`config.mk`:
```
export PLATFORM = sky130hd
export DESIGN_NAME = rrfe_ctrl
export DESIGN_NICKNAME = d
export VERILOG_FILES = /design/src/sv/rotated_rect_fill_engine_macros.svh /design/src/sv/rrfe_pkg.sv /design/src/sv/rrfe_ctrl.sv
export SDC_FILE = /design/constraint.sdc
export NUM_CORES = 1
export LEC_CHECK = 0
export BUFFER_PORTS_ARGS = -buffer_cell sky130_fd_sc_hd__buf_2
export CORE_AREA = 2 2 39 41
export CTS_CLUSTER_DIAMETER = 50
export DETAILED_ROUTE_END_ITERATION = 8
export DIE_AREA = 0 0 41 43
export GPL_TIMING_DRIVEN = 0
export PLACE_DENSITY_LB_ADDON = 0.3
export SETUP_SLACK_MARGIN = 0.02
export SLEW_MARGIN = 0
export SYNTH_ARGS = -nofsm -noshare
export SYNTH_HDL_FRONTEND = slang
export SYNTH_SLANG_ARGS = --single-unit
export TNS_END_PERCENT = 100
```
`constraint.sdc`:
```
create_clock -name clk -period 1.72 [get_ports clk]
set_input_delay 0.172 -clock clk [delete_from_list [all_inputs] [get_ports clk]]
set_output_delay 0.172 -clock clk [all_outputs]
set_load 0.01 [all_outputs]
```
`src/sv/rotated_rect_fill_engine_macros.svh`:
```
// ----------------------------------------------------------------------------
// rotated rect fill engine assertion macros
// shared property forms for the fill engine checks
// ----------------------------------------------------------------------------
`ifndef ROTATED_RECT_FILL_ENGINE_MACROS_SVH
`define ROTATED_RECT_FILL_ENGINE_MACROS_SVH

// same-cycle implication, sampled on clk, idle in reset
`define RRFE_ASSERT_IMPL(label, ante, cons) \
    label: assert property (@(posedge clk) disable iff (!rst_n) (ante) |-> (cons)) \
        else $error("rrfe check failed");

// next-cycle implication, sampled on clk, idle in reset
`define RRFE_ASSERT_NEXT(label, ante, cons) \
    label: assert property (@(posedge clk) disable iff (!rst_n) (ante) |=> (cons)) \
        else $error("rrfe check failed");

`endif

```
`src/sv/rrfe_pkg.sv`:
```
// ----------------------------------------------------------------------------
// rrfe_pkg
// shared codes, control structs and colour packing for the fill engine
// ----------------------------------------------------------------------------
`default_nettype none

package rrfe_pkg;

    // opcodes
    localparam logic [1:0] OP_FILL  = 2'd0;
    localparam logic [1:0] OP_CLEAR = 2'd1;
    localparam logic [1:0] OP_READ  = 2'd2;

    // register indexes
    localparam logic [2:0] REG_PHYS_W   = 3'd0;
    localparam logic [2:0] REG_PHYS_H   = 3'd1;
    localparam logic [2:0] REG_VIRT_W   = 3'd2;
    localparam logic [2:0] REG_WIDE     = 3'd3;
    localparam logic [2:0] REG_ROTATION = 3'd4;
    localparam logic [2:0] REG_BRIGHT   = 3'd5;
    localparam logic [2:0] REG_LAYOUT   = 3'd6;

    // rotation codes
    localparam logic [1:0] ROT_0   = 2'd0;
    localparam logic [1:0] ROT_90  = 2'd1;
    localparam logic [1:0] ROT_180 = 2'd2;
    localparam logic [1:0] ROT_270 = 2'd3;

    localparam logic [8:0] BRIGHT_MIN = 9'd13;
    localparam logic [8:0] BRIGHT_MAX = 9'd256;

    typedef struct packed {
        logic load;      // latch a fill or clear beat
        logic rd_issue;  // read the canvas word
        logic out_load;  // load the result register
        logic pix_step;  // issue one pixel into the pipe
        logic clr_step;  // zero one canvas word after reset
    } cmd_t;

    typedef struct packed {
        logic rect_empty;
        logic pix_last;
        logic pipe_busy;
        logic clr_last;
    } status_t;

    // scale one channel by brightness with rounding, then place it
    function automatic logic [31:0] chan(input logic [7:0] c, input logic [8:0] bq,
                                         input logic [8:0] f);
        logic [16:0] p;
        logic [7:0]  s;
        logic [3:0]  len;
        logic [3:0]  sh;
        logic [39:0] w;
        p   = 17'(c) * 17'(bq) + 17'd128;
        s   = p[15:8];
        len = (f[8:5] > 4'd8) ? 4'd8 : f[8:5];
        sh  = 4'd8 - len;
        w   = 40'(s >> sh) << f[4:0];
        return w[31:0];
    endfunction

    function automatic logic [31:0] pack(input logic [7:0] r, input logic [7:0] g,
                                         input logic [7:0] b, input logic [8:0] bq,
                                         input logic [26:0] lay);
        return chan(r, bq, lay[8:0]) | chan(g, bq, lay[17:9]) | chan(b, bq, lay[26:18]);
    endfunction

endpackage

`default_nettype wire

```
`src/sv/rrfe_ctrl.sv`:
```
// ----------------------------------------------------------------------------
// rrfe_ctrl
// sequencer: reset sweep, pixel issue, pipe drain and read result hand-off
// ----------------------------------------------------------------------------
`default_nettype none

module rrfe_ctrl (
    input  wire logic              clk,
    input  wire logic              rst_n,
    input  wire logic              in_valid,
    input  wire logic [1:0]        opcode,
    input  wire logic              out_stall,
    input  wire rrfe_pkg::status_t status,
    output logic                   in_stall,
    output logic                   out_valid,
    output rrfe_pkg::cmd_t         cmd
);

    localparam logic [2:0] S_SWEEP = 3'd0;
    localparam logic [2:0] S_IDLE  = 3'd1;
    localparam logic [2:0] S_FILL  = 3'd2;
    localparam logic [2:0] S_DRAIN = 3'd3;
    localparam logic [2:0] S_READ  = 3'd4;

    logic [2:0] state_reg, state_next;
    logic       out_valid_reg, out_valid_next;
    logic       accept;

    assign in_stall  = (state_reg != S_IDLE) || out_valid_reg;
    assign accept    = in_valid && !in_stall;
    assign out_valid = out_valid_reg;

    always_comb
    begin
        state_next     = state_reg;
        out_valid_next = out_valid_reg && out_stall;
        cmd            = '0;
        case (state_reg)
            S_SWEEP:
            begin
                cmd.clr_step = 1'b1;
                if (status.clr_last)
                    state_next = S_IDLE;
            end
            S_IDLE:
            begin
                if (accept)
                begin
                    case (opcode)
                        rrfe_pkg::OP_FILL, rrfe_pkg::OP_CLEAR:
                        begin
                            cmd.load = 1'b1;
                            if (!status.rect_empty)
                                state_next = S_FILL;
                        end
                        rrfe_pkg::OP_READ:
                        begin
                            cmd.rd_issue = 1'b1;
                            state_next   = S_READ;
                        end
                        default: ;
                    endcase
                end
            end
            S_FILL:
            begin
                cmd.pix_step = 1'b1;
                if (status.pix_last)
                    state_next = S_DRAIN;
            end
            S_DRAIN:
            begin
                if (!status.pipe_busy)
                    state_next = S_IDLE;
            end
            S_READ:
            begin
                cmd.out_load   = 1'b1;
                out_valid_next = 1'b1;
                state_next     = S_IDLE;
            end
            default: state_next = S_IDLE;
        endcase
    end

    always_ff @(posedge clk or negedge rst_n)
    begin
        if (!rst_n)
        begin
            state_reg     <= S_SWEEP;
            out_valid_reg <= 1'b0;
        end
        else
        begin
            state_reg     <= state_next;
            out_valid_reg <= out_valid_next;
        end
    end

endmodule

`default_nettype wire

```
-- Word-level counts from Yosys, hierarchy flattened
Index checks and enable logic that the tools add are counted.
- equality and inequality tests: 13
- multiplexer cells: 15
- reductions and logical operators: 8
- operator list (operator ; count):
    two-way mux 3 bit ; 5
    one-hot mux 3 bit (4 select lines) ; 1
    inequality test 2 bit, second input constant ; 4
    equality test 3 x 2 -> 1 bit, second input constant ; 2
    two-way mux 1 bit ; 6
    inequality test 3 x 1 -> 1 bit, second input constant ; 2
    one-hot mux 3 bit (2 select lines) ; 1
    AND reduction 6 bit ; 1
    two-way mux 2 bit ; 2
    equality test 3 x 1 -> 1 bit, second input constant ; 1
    equality test 3 bit, second input constant ; 1
    zero test 3 bit ; 1
    inequality test 3 bit, second input constant ; 1
    equality test 2 x 1 -> 1 bit, second input constant ; 1
    equality test 2 bit, second input constant ; 1
    logical AND 1 bit ; 2
    zero test 2 bit ; 1
    OR reduction 2 bit ; 1
    zero test 1 bit ; 1
    logical OR 1 bit ; 1
- flip-flop bits (word level): 4
- input bits: 10
- output and inout port bits: 7
- word-level logic and storage cells: 38

-- Depth between registers and ports, before layout
Gate-level depths: netlist of run 1.
- depth in word-level cells: 6
- gate-level depth with buffers: 4
- depth with buffers taken out: 3

-- Worst setup path after synthesis of run 1
No wires, ideal clock.
- path type: register to output
- start point: reg out_valid_reg, in the netlist out_valid
- end point: out cmd[3] (netlist bit)
- data arrival time: 1.030 ns
- setup slack: 0.518 ns
- cell stages (with the launch flop): 4
- buffers on the path: 0
- cell sequence: dfrtp_1 > nor3_1 > nand3_1 > nor2_1
- RTL lines (what ; line ; source):
    from (decl) ; rrfe_ctrl.sv:26 ; logic out_valid_reg, out_valid_next;
    from (signal assigned) ; rrfe_ctrl.sv:96 ; out_valid_reg <= out_valid_next;
    to (decl) ; rrfe_ctrl.sv:16 ; output rrfe_pkg::cmd_t cmd

==> out/qor.csv, run 1 <==
stage;metric;value;unit
cts;Post-CTS Setup Bufs;0;
sta;skew final;0.001128;ns
place;dpl ws;0.3790;ns
cells_and_area;NumNets Final;57;
sta;Tmin final;1.514;ns
sta;headroom to the max-slew limit;76.91;%
grt;GRT Total Usage;7.243;%
synth;Adder-Cell Fraction of Synth Area;0;%
cells_and_area;Largest register FFs;3;
synth;flops & latches, synth;4;
sta;Fmax;660.4;MHz
critical_path;Worst Path Class, Setup;reg -> out;
grt;initial antenna violation count;0;
cells_and_area;ant diodes;0;
routing;DR WL/cell;9.918;um
cts;Longest Clk Path Bufs;2;
synth;Synth Area in Simple Gates;31.07;%
cells_and_area;fin util;25.95;%
critical_path;required time of the critical path;1.55;ns
sta;Max Transition Viols Final;0;
grt;vias in the first global route;197;
sta;setup TNS;0;ns
synth;Synth Cell Area;221.5;um^2
grt;largest net degree at the start of global routing;10;
grt;global-route wire length before repair;821;um
worst_hold_path;Hold Path Stages;2;
power;worst vdd ir;0.2161;mV
synth;Mapped Cells;25;
cts;CTS Buf Count;3;
place;placer's final routability congestion estimate;0.6448;
cells_and_area;layout cells sized above 1;46.67;%
power;Lkg Pwr;0.1946;nW
critical_path;CP Launch Type;flip-flop;
critical_path;CP Cell Sequence;nor3_2 > nand3_1 > nor2_1 > buf_2;
worst_hold_path;hold wc startpoint;out_stall;
cts;CTS H-tree lvls;1;
place;Port Buffers;16;
routing;DRT Wirelength;605;um
routing;remaining routing DRC violations;0;
synth;synthesized net count;35;
synth;Synth Warn #;0;
cts;CTS tree;done;
sta;Setup-failing EPs final;0;
power;Power Dens Cells;1055;nW/um^2
critical_path;slowest cell on the critical path;dfrtp_1;
cts;later-pin clock latency in the skew report;0.23;ns
routing;vias per cell;4.016;
critical_path;Critical R2R Launch;state_reg[1];
synth;post-synthesis mux area share;0;%
sta;WHS;0.1625;ns
cells_and_area;area grow syn2layout;62.15;%
synth;Synth Area in XOR/XNOR;0;%
floorplanning;Die ar.;1763;um^2
synth;largest family of logic cells by synthesized area;simple AND/OR/NAND/NOR gates;
floorplanning;Initial Util;16.00;%
critical_path;cell count of the worst reg-to-reg path;3;
status;status;finished, final reports clean;
sta;period utilization;88.03;%
critical_path;CP delay by family, top;simple AND/OR/NAND/NOR gates;
routing;DRT iter0 DRCs;3;
sta;worst slew pin tran;0.3455;ns
sta;unrepaired setup endpoints after global routing;no;
critical_path;Crit path arrival time;1.34;ns
routing;via count;245;
critical_path;Critical Path Fanout Max;6;
synth;sequential area share after synthesis;45.20;%
synth;syn_area_per_cell;8.858;um^2
critical_path;reg-to-reg endpoint;state_reg[0];
critical_path;WP buf/inv;1;
sta;final worst slack;0.2058;ns
cts;clock-pin slew on the worst setup and hold paths;0.04;ns
cts;Root Driver;clkbuf_4;
sta;final hold vios;0;
critical_path;biggest cell delay along the critical path;0.43;ns
routing;Routed Antenna Nets;0;
worst_hold_path;Hold Crit Endpoint;out_valid;
job;maxcap violations;0;
synth;Synth Area in Compound Gates;18.64;%
floorplanning;IO Pins;17;
routing;First-pass DRT Iterations;2;
critical_path;R2R Setup Slk;0.57;ns
floorplanning;# rows;14;
floorplanning;DIE HEIGHT;43;um
floorplanning;Die X;41;um
synth;post-synth cell types;16;
grt;final global-route overflow total;0;
cells_and_area;filler instances;159;
worst_hold_path;worst min-delay path class;in -> reg;
floorplanning;core area;1384;um^2
critical_path;Worst Setup End Kind;primary output;
cts;CTS sink count;4;
how the worst max path moves through the flow:
stage	start	endpoint	slack (ns)	cells past startpoint
2_1_floorplan	out_valid	cmd[3]	0.52	3
3_3_place_gp	state_reg[2]	cmd[3]	0.40	4
3_5_place_dp	state_reg[2]	cmd[3]	0.38	4
4_1_cts	state_reg[2]	cmd[3]	0.12	4
5_1_grt	state_reg[2]	cmd[3]	0.08	4
6_report	state_reg[2]	cmd[3]	0.21	4
layout by cell type, fill, tap and decap left out, types with 2 or more instances in the layout:
cell / count
buf_2: 16
clkbuf_4: 3
dfrtp_1: 4
nand3_1: 2
nor2_1: 3
nor3b_1: 2
o21ai_0: 2
layout make-up:
class	count	area, um^2	area share (%)
timing repair buffer	17	90.09	25.09
sequential	4	100.1	27.87
multi-input combinational	19	115.1	32.06
clock buffer	3	22.52	6.272
inverter	1	3.754	1.045
tap	16	20.02	5.575
buffer	1	7.507	2.091
repair_timing:
action	in CTS	in global routing
hold buffers	1	0
endpoints found under the hold margin	4	0
endpoints found under the setup margin	0	1
resized for setup	0	1
stage by stage:
step                      cell area [um^2]  power (mW)  instances
after floorplan                      221.5      0.2070         25
after global placement               321.6      0.2600         57
after detailed placement             321.6      0.2597         57
after CTS                            354.1      0.3827         61
after global routing                 359.1      0.4099         61
final                                359.1      0.3789         61
cells by family (layout without fill, tap and decap cells):
logic type,after synthesis,after routing
AND/OR/NAND/NOR,13,13
AO/OA/AOI/OAI,6,6
flip-flops,4,4
buffers and inverters,2,22
synth_stat cells (all sizes together):
| cell | instances | area [um^2] |
|---|---|---|
| nand2b | 1 | 6.260 |
| a2111oi | 1 | 10.01 |
| nand2 | 1 | 3.750 |
| buf | 1 | 7.510 |
| dfrtp | 4 | 100.1 |
| a41oi | 1 | 8.760 |
| nor2 | 3 | 11.26 |
| a21oi | 1 | 5.000 |
| inv | 1 | 3.750 |
| a21o | 1 | 7.510 |
| o21ai | 2 | 10.01 |
| nor3b | 2 | 15.01 |
| nand3 | 2 | 10.01 |
| nor4 | 1 | 6.260 |
| nor3 | 2 | 10.01 |
| nor2b | 1 | 6.260 |
metal layers:
| layer | global-route usage [%] | part of all wire (%) | vias up |
|---|---|---|---|
| met3 | 2.094 | 8.8 | 0 |
| met2 | 8.125 | 46 | 10 |
| met1 | 9.709 | 45 | 104 |
| met5 | 0 | 0 | - |
| met4 | 8.000 | 0 | 0 |
| li1 | - | - | 131 |
power by group:
group          internal [mW]  leakage (nW)  total, mW  switching, mW
logic                 0.0631         0.130      0.135         0.0716
clock network         0.0781        0.0138      0.117         0.0389
registers              0.110        0.0510      0.127         0.0174
total                  0.251         0.195      0.379          0.128
Power figures use the tool's default switching activity.
==> run 2: changes to the inputs <==
--- a/config.mk
+++ b/config.mk
@@ -10,8 +10,8 @@
 export CTS_CLUSTER_DIAMETER = 50
 export DETAILED_ROUTE_END_ITERATION = 8
 export DIE_AREA = 0 0 41 43
-export GPL_TIMING_DRIVEN = 0
-export PLACE_DENSITY_LB_ADDON = 0.3
+export GPL_TIMING_DRIVEN = 1
+export PLACE_DENSITY_LB_ADDON = 0.1
 export SETUP_SLACK_MARGIN = 0.02
 export SLEW_MARGIN = 0
 export SYNTH_ARGS = -nofsm -noshare
==> out/qor.csv, run 2 (synthesis results as in run 1) <==
stage;metric;value;unit
cells_and_area;area grow syn2layout;58.76;%
job;maxcap violations;0;
floorplanning;core area;1384;um^2
worst_hold_path;Hold Crit Endpoint;out_valid;
sta;Setup-failing EPs final;0;
cts;Root Driver;clkbuf_4;
routing;DRT iter0 DRCs;2;
worst_hold_path;hold wc startpoint;out_stall;
grt;vias in the first global route;251;
cells_and_area;fin util;25.41;%
routing;Routed Antenna Nets;0;
sta;Max Transition Viols Final;0;
worst_hold_path;Hold Path Stages;2;
critical_path;biggest cell delay along the critical path;0.42;ns
floorplanning;IO Pins;17;
power;worst vdd ir;0.3618;mV
sta;setup TNS;0;ns
critical_path;Crit path arrival time;1.30;ns
cts;CTS sink count;4;
critical_path;slowest cell on the critical path;dfrtp_1;
cells_and_area;most common cell after layout, fill and taps aside;buf_2;
cells_and_area;layout cells sized above 1;45.45;%
floorplanning;DIE HEIGHT;43;um
floorplanning;Die ar.;1763;um^2
cts;Longest Clk Path Bufs;2;
grt;largest net degree at the start of global routing;10;
cts;clock-pin slew on the worst setup and hold paths;0.03;ns
place;Port Buffers;16;
routing;DRT Wirelength;603;um
sta;period utilization;85.68;%
routing;DR WL/cell;10.05;um
critical_path;cell count of the worst reg-to-reg path;3;
cts;later-pin clock latency in the skew report;0.23;ns
routing;via count;255;
place;placer's final routability congestion estimate;0.6699;
routing;vias per cell;4.250;
sta;final hold vios;0;
power;Lkg Pwr;0.1901;nW
routing;remaining routing DRC violations;0;
grt;final global-route overflow total;0;
cts;CTS Buf Count;3;
cells_and_area;filler instances;164;
critical_path;WP buf/inv;1;
routing;First-pass DRT Iterations;3;
critical_path;CP delay by family, top;simple AND/OR/NAND/NOR gates;
critical_path;Worst Path Class, Setup;reg -> out;
worst_hold_path;worst min-delay path class;in -> reg;
sta;skew final;0.004075;ns
cells_and_area;NumNets Final;56;
floorplanning;Die X;41;um
sta;Tmin final;1.474;ns
critical_path;CP Launch Type;flip-flop;
cts;CTS H-tree lvls;1;
critical_path;CP Cell Sequence;nor3_2 > nand3_1 > nor2_1 > buf_2;
critical_path;Critical R2R Launch;state_reg[1];
grt;initial antenna violation count;0;
sta;worst slew pin tran;0.3636;ns
cells_and_area;ant diodes;0;
grt;GRT Total Usage;9.274;%
cells_and_area;most frequent cells in the layout;buf_2, dfrtp_1, nor2_1, clkbuf_4;
sta;unrepaired setup endpoints after global routing;no;
sta;headroom to the max-slew limit;75.70;%
cts;CTS tree;done;
grt;global-route wire length before repair;986;um
place;HPWL Detailed;501.7;um
floorplanning;Initial Util;16.00;%
sta;Fmax;678.6;MHz
critical_path;R2R Setup Slk;0.54;ns
cells_and_area;Largest register FFs;3;
sta;WHS;0.1424;ns
critical_path;reg-to-reg endpoint;state_reg[0];
power;Power Dens Cells;1042;nW/um^2
critical_path;Critical Path Fanout Max;6;
floorplanning;# rows;14;
critical_path;required time of the critical path;1.55;ns
critical_path;Worst Setup End Kind;primary output;
status;status;finished, final reports clean;
[run 2: per-stage QoR]
stage          instance area [um^2]  setup slack (ns)  total power, mW  cells
2_1_floorplan                 221.5            0.5184           0.2070     25
3_3_place_gp                  314.1            0.4174           0.2506     56
3_5_place_dp                  314.1            0.4144           0.2505     56
4_1_cts                       346.6            0.1489           0.3754     60
5_1_grt                       351.6           0.08219           0.4049     60
6_report                      351.6            0.2464           0.3665     60
[run 2: area by class of cell]
type	instances	area [um^2]	area share, %
inverter	1	3.754	1.068
clock buffer	3	22.52	6.406
tap	16	20.02	5.694
timing repair buffer	17	90.09	25.62
multi-input combinational	19	115.1	32.74
sequential	4	100.1	28.47
[run 2: per-layer routing]
layer	share of wire (%)	vias to the layer above	GRT usage (%)	wire length, um
met3	7.1	0	6.806	43
met2	52	8	12.50	311
met5	0	-	0	0
met1	41	118	8.795	248
li1	-	129	-	-
met4	0	0	8.000	0
[run 2: how the worst max path moves through the flow]
stage                            start      to  slack [ns]  depth (start not counted)
after floorplan              out_valid  cmd[3]        0.52                          3
after global placement    state_reg[2]  cmd[3]        0.42                          4
after detailed placement  state_reg[2]  cmd[3]        0.41                          4
after CTS                 state_reg[2]  cmd[3]        0.15                          4
after global routing      state_reg[2]  cmd[3]        0.08                          4
final                     state_reg[2]  cmd[3]        0.25                          4
[run 2: repair_timing]
| action | 4_1_cts | 5_1_grt |
|---|---|---|
| resized for setup | 0 | 1 |
| buffers inserted | 0 | 0 |
| hold buffers | 1 | 0 |
| endpoints found under the hold margin | 4 | 0 |
| endpoints found under the setup margin | 0 | 1 |
[run 2: where the power goes]
group | switching (mW) | total, mW | internal, mW
logic | 0.0555 | 0.110 | 0.0544
clock network | 0.0372 | 0.115 | 0.0780
registers | 0.0315 | 0.141 | 0.110
